**config.mk**
```make
export PLATFORM = sky130hd
export DESIGN_NAME = spq_cell
export DESIGN_NICKNAME = d
export VERILOG_FILES = /design/src/rtl/spq_pkg.sv /design/src/rtl/spq_cell.sv
export SDC_FILE = /design/constraint.sdc
export NUM_CORES = 1
export LEC_CHECK = 0
export BUFFER_PORTS_ARGS = -buffer_cell sky130_fd_sc_hd__buf_2
export CAP_MARGIN = 20
export CORE_MARGIN = 2
export CORE_UTILIZATION = 41
export DETAILED_ROUTE_END_ITERATION = 10
export GPL_TIMING_DRIVEN = 0
export PLACE_DENSITY_LB_ADDON = 0.12
export SLEW_MARGIN = 20
export SYNTH_ARGS = -nofsm -noshare
export SYNTH_HDL_FRONTEND = slang
export SYNTH_SLANG_ARGS = --single-unit
```
**constraint.sdc**
```tcl
create_clock -name clk -period 3.8 [get_ports clk]
set_input_delay 0.38 -clock clk [delete_from_list [all_inputs] [get_ports clk]]
set_output_delay 0.38 -clock clk [all_outputs]
set_load 0.05 [all_outputs]
```
**src/rtl/spq_pkg.sv**
```systemverilog
// ============================================================================
// Sorted priority queue package
// Shared codes and the control group that the queue hands to every cell.
// ============================================================================
package spq_pkg;

    // Request codes carried in the action field.
    typedef enum logic {
        ACT_ENQUEUE = 1'b0,
        ACT_DEQUEUE = 1'b1
    } action_t;

    // Result status codes.
    typedef enum logic [1:0] {
        ST_OK    = 2'd0,
        ST_FULL  = 2'd1,
        ST_EMPTY = 2'd2
    } status_t;

    // Operation applied by every cell in the same cycle.
    typedef struct packed {
        logic enq;
        logic deq;
    } cell_op_t;

endpackage

```
**src/rtl/spq_cell.sv**
```systemverilog
// ============================================================================
// Sorted priority queue cell
// Holds one entry. On an enqueue it keeps its entry, takes the new one or
// takes its left neighbour's; on a dequeue it takes its right neighbour's.
// ============================================================================
module spq_cell
    import spq_pkg::*;
#(
    parameter int TAG_BITS  = 16,
    parameter int PRIO_BITS = 8
) (
    input  logic                 clk,
    input  cell_op_t             op,
    input  logic                 occupied,
    input  logic [TAG_BITS-1:0]  new_tag,
    input  logic [PRIO_BITS-1:0] new_prio,
    input  logic                 left_gt,
    input  logic [TAG_BITS-1:0]  left_tag,
    input  logic [PRIO_BITS-1:0] left_prio,
    input  logic [TAG_BITS-1:0]  right_tag,
    input  logic [PRIO_BITS-1:0] right_prio,
    output logic                 gt,
    output logic [TAG_BITS-1:0]  tag,
    output logic [PRIO_BITS-1:0] prio
);

    logic [TAG_BITS-1:0]  tag_reg;
    logic [TAG_BITS-1:0]  tag_next;
    logic [PRIO_BITS-1:0] prio_reg;
    logic [PRIO_BITS-1:0] prio_next;
    logic                 insert_here;

    // The held entry must move back when its priority is strictly above the new one.
    assign gt = occupied && (prio_reg > new_prio);

    // The new entry lands in the first cell that is either behind it or empty.
    assign insert_here = !left_gt && (gt || !occupied);

    // Select the next entry for this cell.
    always_comb
    begin
        tag_next  = tag_reg;
        prio_next = prio_reg;
        if (op.deq)
        begin
            tag_next  = right_tag;
            prio_next = right_prio;
        end
        else if (op.enq)
        begin
            if (left_gt)
            begin
                tag_next  = left_tag;
                prio_next = left_prio;
            end
            else if (insert_here)
            begin
                tag_next  = new_tag;
                prio_next = new_prio;
            end
        end
    end

    // Entry storage; payload only, so no reset.
    always_ff @(posedge clk)
    begin
        tag_reg  <= tag_next;
        prio_reg <= prio_next;
    end

    assign tag  = tag_reg;
    assign prio = prio_reg;

endmodule

```
After elaboration in Yosys (flattened, before gate mapping). Index checks and enable logic that the tools add are counted.

Register bits after elaboration: 24. Bits of input ports: 77. Output and inout bits: 25. Word-level logic and storage cells: 19.

Magnitude comparators: 1. Muxes and demuxes: 8. Reduce and logical (&&, ||, !) cells: 8.

Operators by type and width (count): 16-bit two-way mux (4); 8-bit two-way mux (4); 8-bit > comparator (1); 3-bit nonzero test (1); 1-bit logical AND (2); 1-bit logical NOT (2); 2-bit AND reduction (1); 2-bit nonzero test (1); 1-bit logical OR (1).

Logic depth before layout (Yosys ltp). Gate-level depths: netlist of the first run.

Word-level depth: 8. Depth in mapped cells: 6. Mapped depth without buffers: 6.

Least setup slack after synthesis of the first run. No wires, ideal clock.

Kind: register to register. Start: register prio_reg[5] (netlist: prio[5]). End: register prio_reg[0] (netlist: prio[0]), enable pin. Setup time: 0.420 ns. Arrival time: 2.660 ns. Required time: 3.380 ns. Slack: 0.721 ns. Stages on the path, launching flop included: 6. Buffers on the path: 0. Clock period less this slack: 3.079 ns. Path through: edfxtp_1 ha_1 a21oi_1 nor2b_1 o21ai_0 a31oi_1.

Longest elaborated chain between the ends: 6.

Ends and longest elaborated chain: start: declaration (line spq_cell.sv:29) `logic [PRIO_BITS-1:0] prio_reg;`; start signal: assignment (line spq_cell.sv:68) `prio_reg <= prio_next;`; 8-bit > comparator (line spq_cell.sv:34) `assign gt = occupied && (prio_reg > new_prio);`; 1-bit logical AND (line spq_cell.sv:34); 1-bit logical OR (line spq_cell.sv:37) `assign insert_here = !left_gt && (gt || !occupied);`; 1-bit logical AND (line spq_cell.sv:37); 3-bit nonzero test (no line); 2-bit AND reduction (no line).

No other way between the ends. A chain may end at the register's enable or synchronous reset.

Final worst setup path of the first run.
Start: register prio_reg[7] (netlist: prio[7]). End: output gt.

Longest elaborated chain between the ends: 2.

Ends and longest elaborated chain: 8-bit > comparator (line spq_cell.sv:34); 1-bit logical AND (line spq_cell.sv:34); end: declaration (line spq_cell.sv:22) `output logic gt,`.

No other way between the ends.

==> run_results.csv, run 1 <==
group,metric,value,unit
logic_synthesis,yosys.area.top_type,"edfxtp_1",
power_and_ir_drop,power_frac_seq,42.0,%
detailed_routing,drtIter0Drc,34,
cts,cts_tree,"yes",
setup_path,reg2reg_depth,6,
die,pin_count,102,
sta,setup_viol,0,
detailed_routing,via_per_inst,4.83,
final_layout,multi_input_area,677,um2
global_routing,grt_usage,18.6,%
setup_path,start_kind,"flip-flop",
placed_design,hpwl,2.94,mm
global_routing,antenna_found_initial,0,
cts,clkSinkCount,24,
sta,rsz0062_at_grt,"no",
setup_path,r2r-end,"prio[5]$_DFFE_PP_",
cts,htreeDepth,1,
final_layout,finalNetCount,329,
placed_design,place_area,0.00208,mm2
placed_design,place_ws,1.61,ns
cts,postCtsSetupBuffers,0,
power_and_ir_drop,comb_power_share,34.3,%
detailed_routing,drc_errors,0,
logic_synthesis,syn-num-nets,223,
logic_synthesis,ys_async_sr_fraction,0,%
cts,cts_resized,0,
final_layout,regArea,721,um2
cts,cts-hold-fix-buffers,0,
power_and_ir_drop,internal_power,0.523,mW
logic_synthesis,netlist_instances,138,
setup_path,crit_required,3.42,ns
setup_path,setup.worst_path.class,"reg2out",
flow_run,cap_violations,0,
sta,fmax,0.414,GHz
detailed_routing,dr.pass1.iters,4,
sta,min_period,2.42,ns
placed_design,portBuffers,100,
logic_synthesis,synth_common_cells,"nand2_1 (26), edfxtp_1 (24), mux2i_1 (24)",
sta,period_share,63.6,%
global_routing,grt_max_degree,22,
sta,maxSlewViolCount,0,
power_and_ir_drop,leakage,1.09,nW
cts,cts_buffers,3,
die,num_rows,21,
global_routing,gr-total-overflow,0,
detailed_routing,wirelength,3.74,mm
sta,slew_headroom,67.5,%
logic_synthesis,yosys_most_used_dff,"edfxtp_1",
logic_synthesis,synthTopCellsByArea,"edfxtp_1 (49%), mux2i_1 (16%), ha_1 (6.8%), o21ai_1 (6.8%), nand2_1 (6.6%)",
die,core_area,0.00339,mm2
power_and_ir_drop,p_total,0.797,mW
placed_design,place_congestion,0.722,
setup_path,endpoint_kind,"primary output",
final_layout,drive_gt1_share,47.7,%
die,die_h,64.0,um
detailed_routing,ant_nets,0,
die,dieArea,0.00409,mm2
logic_synthesis,synth-seq-area-share,48.9,%
logic_synthesis,syn_avg_cell_area,10.7,um2
power_and_ir_drop,power_switching,0.274,mW
final_layout,diodes,0,
final_layout,post-route-util,62.8,%
logic_synthesis,ys_ff_latch,24,
final_layout,post-route-cell-area,0.00213,mm2
sta,skew,0.00522,ns
die,fp.dieW,64.0,um
final_layout,num-fill-cells,341,
cts,clk_latency,0.32,ns
logic_synthesis,yosys.cell_types.count,21,
setup_path,arrival,2.04,ns
logic_synthesis,yosysMostFrequentCell,"nand2_1",
logic_synthesis,netlist.area_leader.share,48.9,%
power_and_ir_drop,swShare,34.3,%
die,initial_core_util,43.5,%
worst_hold_path,hold_path.class,"in2reg",
sta,hold_violations,0,
cts,clock-root-buffer,"clkbuf_4",
setup_path,critPathMaxFanout,3,
logic_synthesis,syn_area,0.00148,mm2
global_routing,grt_pass1_wl,5.93,mm
run_status,outcome,"finished, final reports clean",
sta,worst_slew_pin_slew,0.483,ns
cts,clk_path_buf_depth,2,
detailed_routing,avgRoutedWirePerCell,12.9,um
final_layout,area_delta_synth_final,44.3,%
setup_path,r2r_setup_slack,1.76,ns
power_and_ir_drop,clock_power_share,23.7,%
logic_synthesis,synth_edf_count,24,
power_and_ir_drop,power_density,374,mW/mm2
power_and_ir_drop,peakVddDrop,0.000250,V
setup_path,crit_end,"gt",
sta,fin_tns_setup,0,ns
setup_path,r2r_start,"prio[7]$_DFFE_PP_",
detailed_routing,num_vias,1397,
global_routing,grt_pass1_vias,1369,
cts,clk_pin_slew_worst_paths,0.13,ns
logic_synthesis,ys_warn_count,0,
final_layout,largest_reg_flops,16,
sta,setup_ws,1.38,ns
setup_path,crit_start,"prio[7]$_DFFE_PP_",
## power groups by stage
stage / registers [mW] / clock network (mW) / logic (mW)
after floorplan: 0.444 / 0 / 0.0815
final: 0.335 / 0.189 / 0.274
after CTS: 0.335 / 0.192 / 0.277
after global placement: 0.342 / 0 / 0.264
after detailed placement: 0.341 / 0 / 0.275
after global routing: 0.338 / 0.202 / 0.296
## cell families (layout without fill, tap and decap cells)
kind of cell	Yosys count	after routing	share of synthesized area, %
DFF	24	24	48.9
adders and majority gates	8	8	6.79
muxes	24	24	16.3
buffers and inverters	18	123	6.28
and+or+nand+nor	33	33	9.92
AOI/OAI and AO/OA	31	31	11.9
## stage by stage
step	std cells	hold WS [ns]
floorplan	138	0.571
global placement	284	0.659
detailed placement	285	0.666
CTS	289	0.320
global route	289	0.314
finish	289	0.326
## final cells by class
type / instances / share of cell area (%)
Sequential cell: 24 / 33.9
Inverter: 10 / 1.76
Clock inverter: 1 / 1.41
Timing Repair Buffer: 101 / 24.8
Tap cell: 46 / 2.70
Multi-Input combinational cell: 96 / 31.8
Clock buffer: 3 / 1.06
Buffer: 8 / 2.59
## worst min path at each step
stage                              from                end  slack, ns  depth (start not counted)
after floorplan           right_prio[0]  prio[0]$_DFFE_PP_       0.57                          2
after global placement    right_tag[13]  tag[13]$_DFFE_PP_       0.66                          3
after detailed placement  right_prio[7]  prio[7]$_DFFE_PP_       0.67                          3
after CTS                 right_tag[14]  tag[14]$_DFFE_PP_       0.32                          3
after global routing      right_prio[7]  prio[7]$_DFFE_PP_       0.31                          3
final                     right_prio[7]  prio[7]$_DFFE_PP_       0.33                          3
## cell usage in the layout (no fill, tap or decap), types with 3 or more instances in the layout
cell type,Yosys,routed
buf_2,2,102
clkbuf_4,0,3
edfxtp_1,24,24
ha_1,8,8
inv_1,10,10
mux2i_1,24,24
nand2_1,26,26
o21ai_0,5,5
o21ai_1,20,20
## routing by layer
layer | up-vias | track usage, % | share of wire [%]
met5 | - | 0 | 0
met4 | 0 | 3.53 | 0.80
met3 | 4 | 5.99 | 9.4
met2 | 57 | 34.8 | 53
met1 | 634 | 20.3 | 36
li1 | 702 | - | -
## critical path: stages (launching register included)
cell and delay (ns):
edfxtp_1 0.41, ha_1 0.32, nand4_2 0.15, a211oi_2 0.05, nor3_1 0.41, a211oi_2 0.13, buf_2 0.24
Power figures use the tool's default switching activity.
==> run 2: changes to the inputs <==
- CORE_UTILIZATION: 41 -> 37
- clock period: 3.8 -> 2.05 ns (I/O delays scaled with it)
==> run 2 against run 1 <==
Against the previous run: highest routed layer unchanged; design area is 13% higher; critical endpoint is now tag[7]$_DFFE_PP_; sequential share of layout area decreased by 3.9 points; via count increased by 2.9%; critical path type is now reg2reg; die area rose by 10%; the run now ends with negative setup slack left; first-iteration DRC count grew 18%.
==> run_results.csv, run 2 (synthesized netlist as in run 1, its figures left out) <==
group,metric,value,unit
final_layout,multi_input_area,847,um2
cts,clk_pin_slew_worst_paths,0.09,ns
placed_design,portBuffers,100,
final_layout,area_delta_synth_final,63.0,%
global_routing,grt_usage,17.6,%
sta,skew,0.00565,ns
detailed_routing,drtIter0Drc,40,
placed_design,hpwl,2.86,mm
setup_path,setup.worst_path.class,"reg2reg",
global_routing,grt_pass1_wl,5.95,mm
final_layout,finalNetCount,337,
detailed_routing,avgRoutedWirePerCell,13.5,um
final_layout,most-common-layout-cells,"buf_2 (101), nand2_1 (25), mux2i_1 (24), edfxtp_1 (24), o21ai_1 (20)",
die,core_area,0.00374,mm2
final_layout,drive_gt1_share,53.8,%
die,initial_core_util,39.4,%
sta,hold_slack,0.208,ns
flow_run,cap_violations,0,
cts,htreeDepth,1,
final_layout,post-route-util,64.2,%
detailed_routing,wirelength,4.05,mm
setup_path,start_kind,"flip-flop",
setup_path,r2r_setup_slack,-0.06,ns
sta,rsz0062_at_grt,"yes",
sta,slew_headroom,42.0,%
global_routing,grt_max_degree,15,
sta,fin_tns_setup,-0.404,ns
worst_hold_path,hold_path.class,"in2reg",
sta,setup_ws,-0.0649,ns
sta,min_period,2.11,ns
detailed_routing,drc_errors,0,
final_layout,regArea,721,um2
setup_path,crit_end,"tag[7]$_DFFE_PP_",
run_status,outcome,"finished, violations left",
cts,cts-hold-fix-buffers,0,
die,pin_count,102,
sta,worst_slew_pin_slew,0.863,ns
final_layout,diodes,0,
placed_design,placed_cells,286,
detailed_routing,dr.pass1.iters,4,
sta,hold_violations,0,
setup_path,crit_required,2.05,ns
die,die_h,67.1,um
global_routing,antenna_found_initial,0,
sta,fmax,0.473,GHz
sta,maxSlewViolCount,0,
power_and_ir_drop,peakVddDrop,0.000320,V
cts,clk_latency,0.28,ns
setup_path,arrival,2.12,ns
setup_path,crit_start,"prio[2]$_DFFE_PP_",
setup_path,reg2reg_depth,7,
cts,clkSinkCount,24,
setup_path,r2r-end,"tag[7]$_DFFE_PP_",
setup_path,endpoint_kind,"flip-flop",
run_status,violations,"negative setup slack",
detailed_routing,ant_nets,0,
final_layout,largest_reg_flops,16,
global_routing,grt_pass1_vias,1349,
final_layout,num-fill-cells,341,
final_layout,instances_no_fill,299,
cts,cts_buffers,3,
detailed_routing,num_vias,1437,
final_layout,mostFrequentLayoutCell,"buf_2",
cts,clk_path_buf_depth,2,
die,dieArea,0.00451,mm2
setup_path,r2r_start,"prio[2]$_DFFE_PP_",
setup_path,critPathMaxFanout,4,
power_and_ir_drop,leakage,1.16,nW
die,fp.dieW,67.1,um
power_and_ir_drop,power_density,691,mW/mm2
detailed_routing,via_per_inst,4.81,
cts,clock-root-buffer,"clkbuf_8",
die,num_rows,22,
sta,period_share,103,%
cts,cts_tree,"yes",
sta,setup_viol,13,
global_routing,gr-total-overflow,0,
placed_design,place_congestion,0.711,
run 2: cell count changes in the layout (fill, tap and decap cells not counted), sizes merged:
cell    before  now
buf        107  113
a31oi        1    2
clkbuf       5    6
run 2: how the worst min path moves through the flow:
stage | startpoint | end | depth (start not counted)
2_1_floorplan | right_prio[0] | prio[0]$_DFFE_PP_ | 2
4_1_cts | right_tag[12] | tag[12]$_DFFE_PP_ | 3
5_1_grt | right_tag[2] | tag[2]$_DFFE_PP_ | 3
6_report | right_tag[2] | tag[2]$_DFFE_PP_ | 3
3_3_place_gp | right_tag[14] | tag[14]$_DFFE_PP_ | 3
3_5_place_dp | right_tag[12] | tag[12]$_DFFE_PP_ | 3
run 2: routing by layer:
metal | track usage (%) | vias to the layer above | routed length [um]
met5 | 0 | - | 0
met4 | 4.59 | 0 | 36
met3 | 4.83 | 5 | 396
met2 | 32.1 | 65 | 2030
met1 | 20.1 | 646 | 1590
li1 | - | 721 | -
run 2: worst max-delay path, cell delays in order (launching register included):
cell and delay (ns):
edfxtp_1 0.43, ha_1 0.32, nand2_2 0.10, a211oi_4 0.26, nor3_4 0.10, buf_4 0.15
a31oi_4 0.26, clkbuf_16 0.20
run 2: where the power goes:
| part | internal [mW] | switching [mW] | total [mW] |
|---|---|---|---|
| clock network | 0.261 | 0.166 | 0.427 |
| logic | 0.228 | 0.378 | 0.606 |
| registers | 0.606 | 0.0217 | 0.628 |
run 2: timing repair:
action	4_1_cts	5_1_grt
hold endpoints to repair	0	0
buffers inserted	6	1
gates resized for setup	13	6
setup endpoints to repair	25	25
cloned	1	1
pin swaps	6	3
run 2: cell type report:
type,count,area share [%]
Sequential cell,24,30.0
Clock buffer,3,1.72
Multi-Input combinational cell,97,35.2
Buffer,8,2.29
Clock inverter,1,1.25
Tap cell,48,2.50
Timing Repair Buffer,108,25.5
Inverter,10,1.56
run 2: metrics by stage:
stage / power (mW) / worst slack (ns) / instance area [um2]
after floorplan: 0.984 / -0.229 / 1500
after global placement: 1.13 / -0.189 / 2060
after detailed placement: 1.14 / -0.222 / 2060
after CTS: 1.64 / -0.0770 / 2310
after global routing: 1.74 / -0.144 / 2400
final: 1.66 / -0.0649 / 2400
==> run 3: changes to the inputs <==
- ABC_AREA: default -> 1
- CORE_UTILIZATION: 37 -> 38
==> run 3 against run 2 <==
Against the previous run: the run now ends clean; cell count rose by 9.0%; utilization shrank 6.0 points; design area fell by 9.4%; critical path depth grew 1; global-route usage is 0.70 points lower; die area up 0.16%; first-iteration DRC count rose by 18%; fmax is 10% higher; critical endpoint is now gt; largest power group unchanged.
==> run_results.csv, run 3 <==
group,metric,value,unit
detailed_routing,highest_layer,"met3",
final_layout,finalNetCount,364,
logic_synthesis,ys_ff_latch,24,
global_routing,grt_pass1_vias,1360,
sta,setup_viol,0,
run_status,outcome,"finished, final reports clean",
detailed_routing,met2_length,1.90,mm
sta,period_share,93.4,%
worst_hold_path,min_to,"tag[6]$_DFFE_PP_",
global_routing,gr-total-overflow,0,
detailed_routing,dr_wl_met3,303,um
sta,worst_slew_pin_slew,0.615,ns
die,die_h,67.2,um
logic_synthesis,yosys_most_used_dff,"edfxtp_1",
cts,cts_tree,"yes",
logic_synthesis,yosys.cell_types.count,16,
detailed_routing,num_vias,1508,
sta,hold_violations,0,
die,dieArea,0.00452,mm2
setup_path,critPathMaxFanout,3,
logic_synthesis,syn-num-nets,259,
final_layout,most-common-layout-cells,"buf_2 (98), a21oi_1 (49), nand2_1 (34)",
power_and_ir_drop,peakVddDrop,0.000314,V
cts,postCtsSetupBuffers,0,
placed_design,hpwl,2.89,mm
worst_hold_path,hp-start,"right_tag[6]",
die,core_area,0.00374,mm2
logic_synthesis,synth_edf_count,24,
setup_path,reg2reg_depth,7,
placed_design,portBuffers,99,
final_layout,diodes,0,
logic_synthesis,ys_warn_count,0,
die,pin_count,102,
worst_hold_path,min_path_cells,3,
logic_synthesis,synth_common_cells,"a21oi_1 (49), nand2_1 (35), nor2_1 (27)",
logic_synthesis,netlist_instances,174,
setup_path,start_kind,"flip-flop",
logic_synthesis,netlist.area_leader.share,47.5,%
sta,min_period,1.92,ns
setup_path,setup.worst_path.class,"reg2out",
global_routing,grt_max_degree,15,
final_layout,post-route-cell-area,0.00218,mm2
global_routing,grt_usage,16.9,%
sta,fin_tns_setup,0,ns
setup_path,endpoint_kind,"primary output",
logic_synthesis,synthTopCellsByArea,"edfxtp_1 (47%), a21oi_1 (16%), nand2_1 (8.7%), nor2_1 (6.7%), ha_1 (6.6%)",
final_layout,mostFrequentLayoutCell,"buf_2",
setup_path,r2r-end,"prio[6]$_DFFE_PP_",
detailed_routing,ant_nets,0,
placed_design,place_congestion,0.734,
cts,clk_path_buf_depth,2,
sta,setup_ws,0.135,ns
detailed_routing,dr.pass1.iters,4,
power_and_ir_drop,p_total,1.55,mW
power_and_ir_drop,power_density,710,mW/mm2
setup_path,crit_required,1.85,ns
cts,clkSinkCount,24,
final_layout,area_delta_synth_final,43.6,%
placed_design,place_area,0.00208,mm2
final_layout,drive_gt1_share,43.5,%
cts,clk_latency,0.26,ns
setup_path,r2r_setup_slack,0.17,ns
detailed_routing,via_per_inst,4.63,
setup_path,arrival,1.71,ns
global_routing,grt_pass1_wl,5.83,mm
logic_synthesis,ys_async_sr_fraction,0,%
logic_synthesis,syn_avg_cell_area,8.72,um2
sta,maxSlewViolCount,0,
cts,cts_buffers,3,
setup_path,r2r_start,"prio[7]$_DFFE_PP_",
die,initial_core_util,40.5,%
detailed_routing,wirelength,3.84,mm
final_layout,num-fill-cells,367,
die,fp.dieW,67.2,um
detailed_routing,met1_length,1.64,mm
worst_hold_path,hold_path.class,"in2reg",
detailed_routing,drc_errors,0,
die,num_rows,22,
sta,fmax,0.522,GHz
flow_run,cap_violations,0,
sta,slew_headroom,58.7,%
logic_synthesis,yosys.area.top_type,"edfxtp_1",
setup_path,crit_start,"prio[7]$_DFFE_PP_",
detailed_routing,avgRoutedWirePerCell,11.8,um
placed_design,place_ws,-0.117,ns
cts,clock-root-buffer,"clkbuf_8",
cts,cts-hold-fix-buffers,0,
global_routing,antenna_found_initial,0,
cts,htreeDepth,1,
final_layout,largest_reg_flops,16,
detailed_routing,drtIter0Drc,47,
power_and_ir_drop,leakage,1.09,nW
cts,clk_pin_slew_worst_paths,0.09,ns
logic_synthesis,synth-seq-area-share,47.5,%
sta,skew,0.000936,ns
logic_synthesis,yosysMostFrequentCell,"a21oi_1",
logic_synthesis,syn_area,0.00152,mm2
## run 3: cell types whose count changed in the layout (fill, tap and decap cells not counted), sizes merged, moves of 3 or more
cell,change
a21oi,+50
mux2i,-24
buf,-4
nand2,+9
o21ai,-25
clkbuf,-3
inv,+4
nor2,+27
## run 3: area by class of cell
cell class,count,area (um2),area share [%]
flip-flops and latches,24,721,33.1
multi-input cells,126,649,29.8
repair buffers,99,502,23.0
plain buffers,10,113,5.17
inverters,15,63.8,2.93
well taps,48,60.1,2.76
clock buffers,3,41.3,1.89
clock inverters,1,30.0,1.38
## run 3: report_power, final
group | leakage, nW | switching (mW) | internal, mW | total [mW]
Combinational | 0.812 | 0.342 | 0.166 | 0.508
Clock | 0.0357 | 0.160 | 0.261 | 0.421
Sequential | 0.239 | 0.0157 | 0.603 | 0.619
Total | 1.09 | 0.518 | 1.03 | 1.55
## run 3: worst max-delay path by stage
stage	end	cells past startpoint	slack, ns
global route	gt	10	-0.006
CTS	gt	8	0.04
detailed placement	tag[1]$_DFFE_PP_	7	-0.12
global placement	tag[1]$_DFFE_PP_	9	-0.12
finish	gt	8	0.13
floorplan	prio[0]$_DFFE_PP_	7	-0.15
## run 3: per-layer routing
metal / GRT usage [%] / vias to the layer above
li1: - / 800
met1: 21.4 / 648
met2: 30.3 / 60
met3: 3.50 / 0
met4: 2.30 / 0
met5: 0 / -
## run 3: what timing repair did
item / 4_1_cts / 5_1_grt
resized for setup: 1 / 4
gates cloned: 1 / 0
pin swaps: 1 / 1
setup endpoints to repair: 24 / 1
## run 3: critical path, cell delays in order (launching register included)
cell and delay [ns]:
edfxtp_1 0.40, ha_1 0.31, nand2_1 0.08, a21oi_1 0.13
nor2_1 0.05, nand2_1 0.08, nand2_2 0.11, nor2_2 0.12
buf_6 0.17
## run 3: stage by stage
| step | util [%] | hold WS (ns) | instances |
|---|---|---|---|
| global route | 58.2 | 0.273 | 326 |
| CTS | 58.0 | 0.248 | 326 |
| global placement | 55.6 | 0.523 | 321 |
| floorplan | - | 0.428 | 174 |
| finish | 58.2 | 0.251 | 326 |
| detailed placement | 55.6 | 0.528 | 321 |
## run 3: cell families after synthesis
kind of cell	Yosys count	share of synthesized area, %
buf+inv	25	11.6
flops	24	47.5
simple gates	65	16.5
fa+ha+maj	8	6.60
compound gates	52	17.8
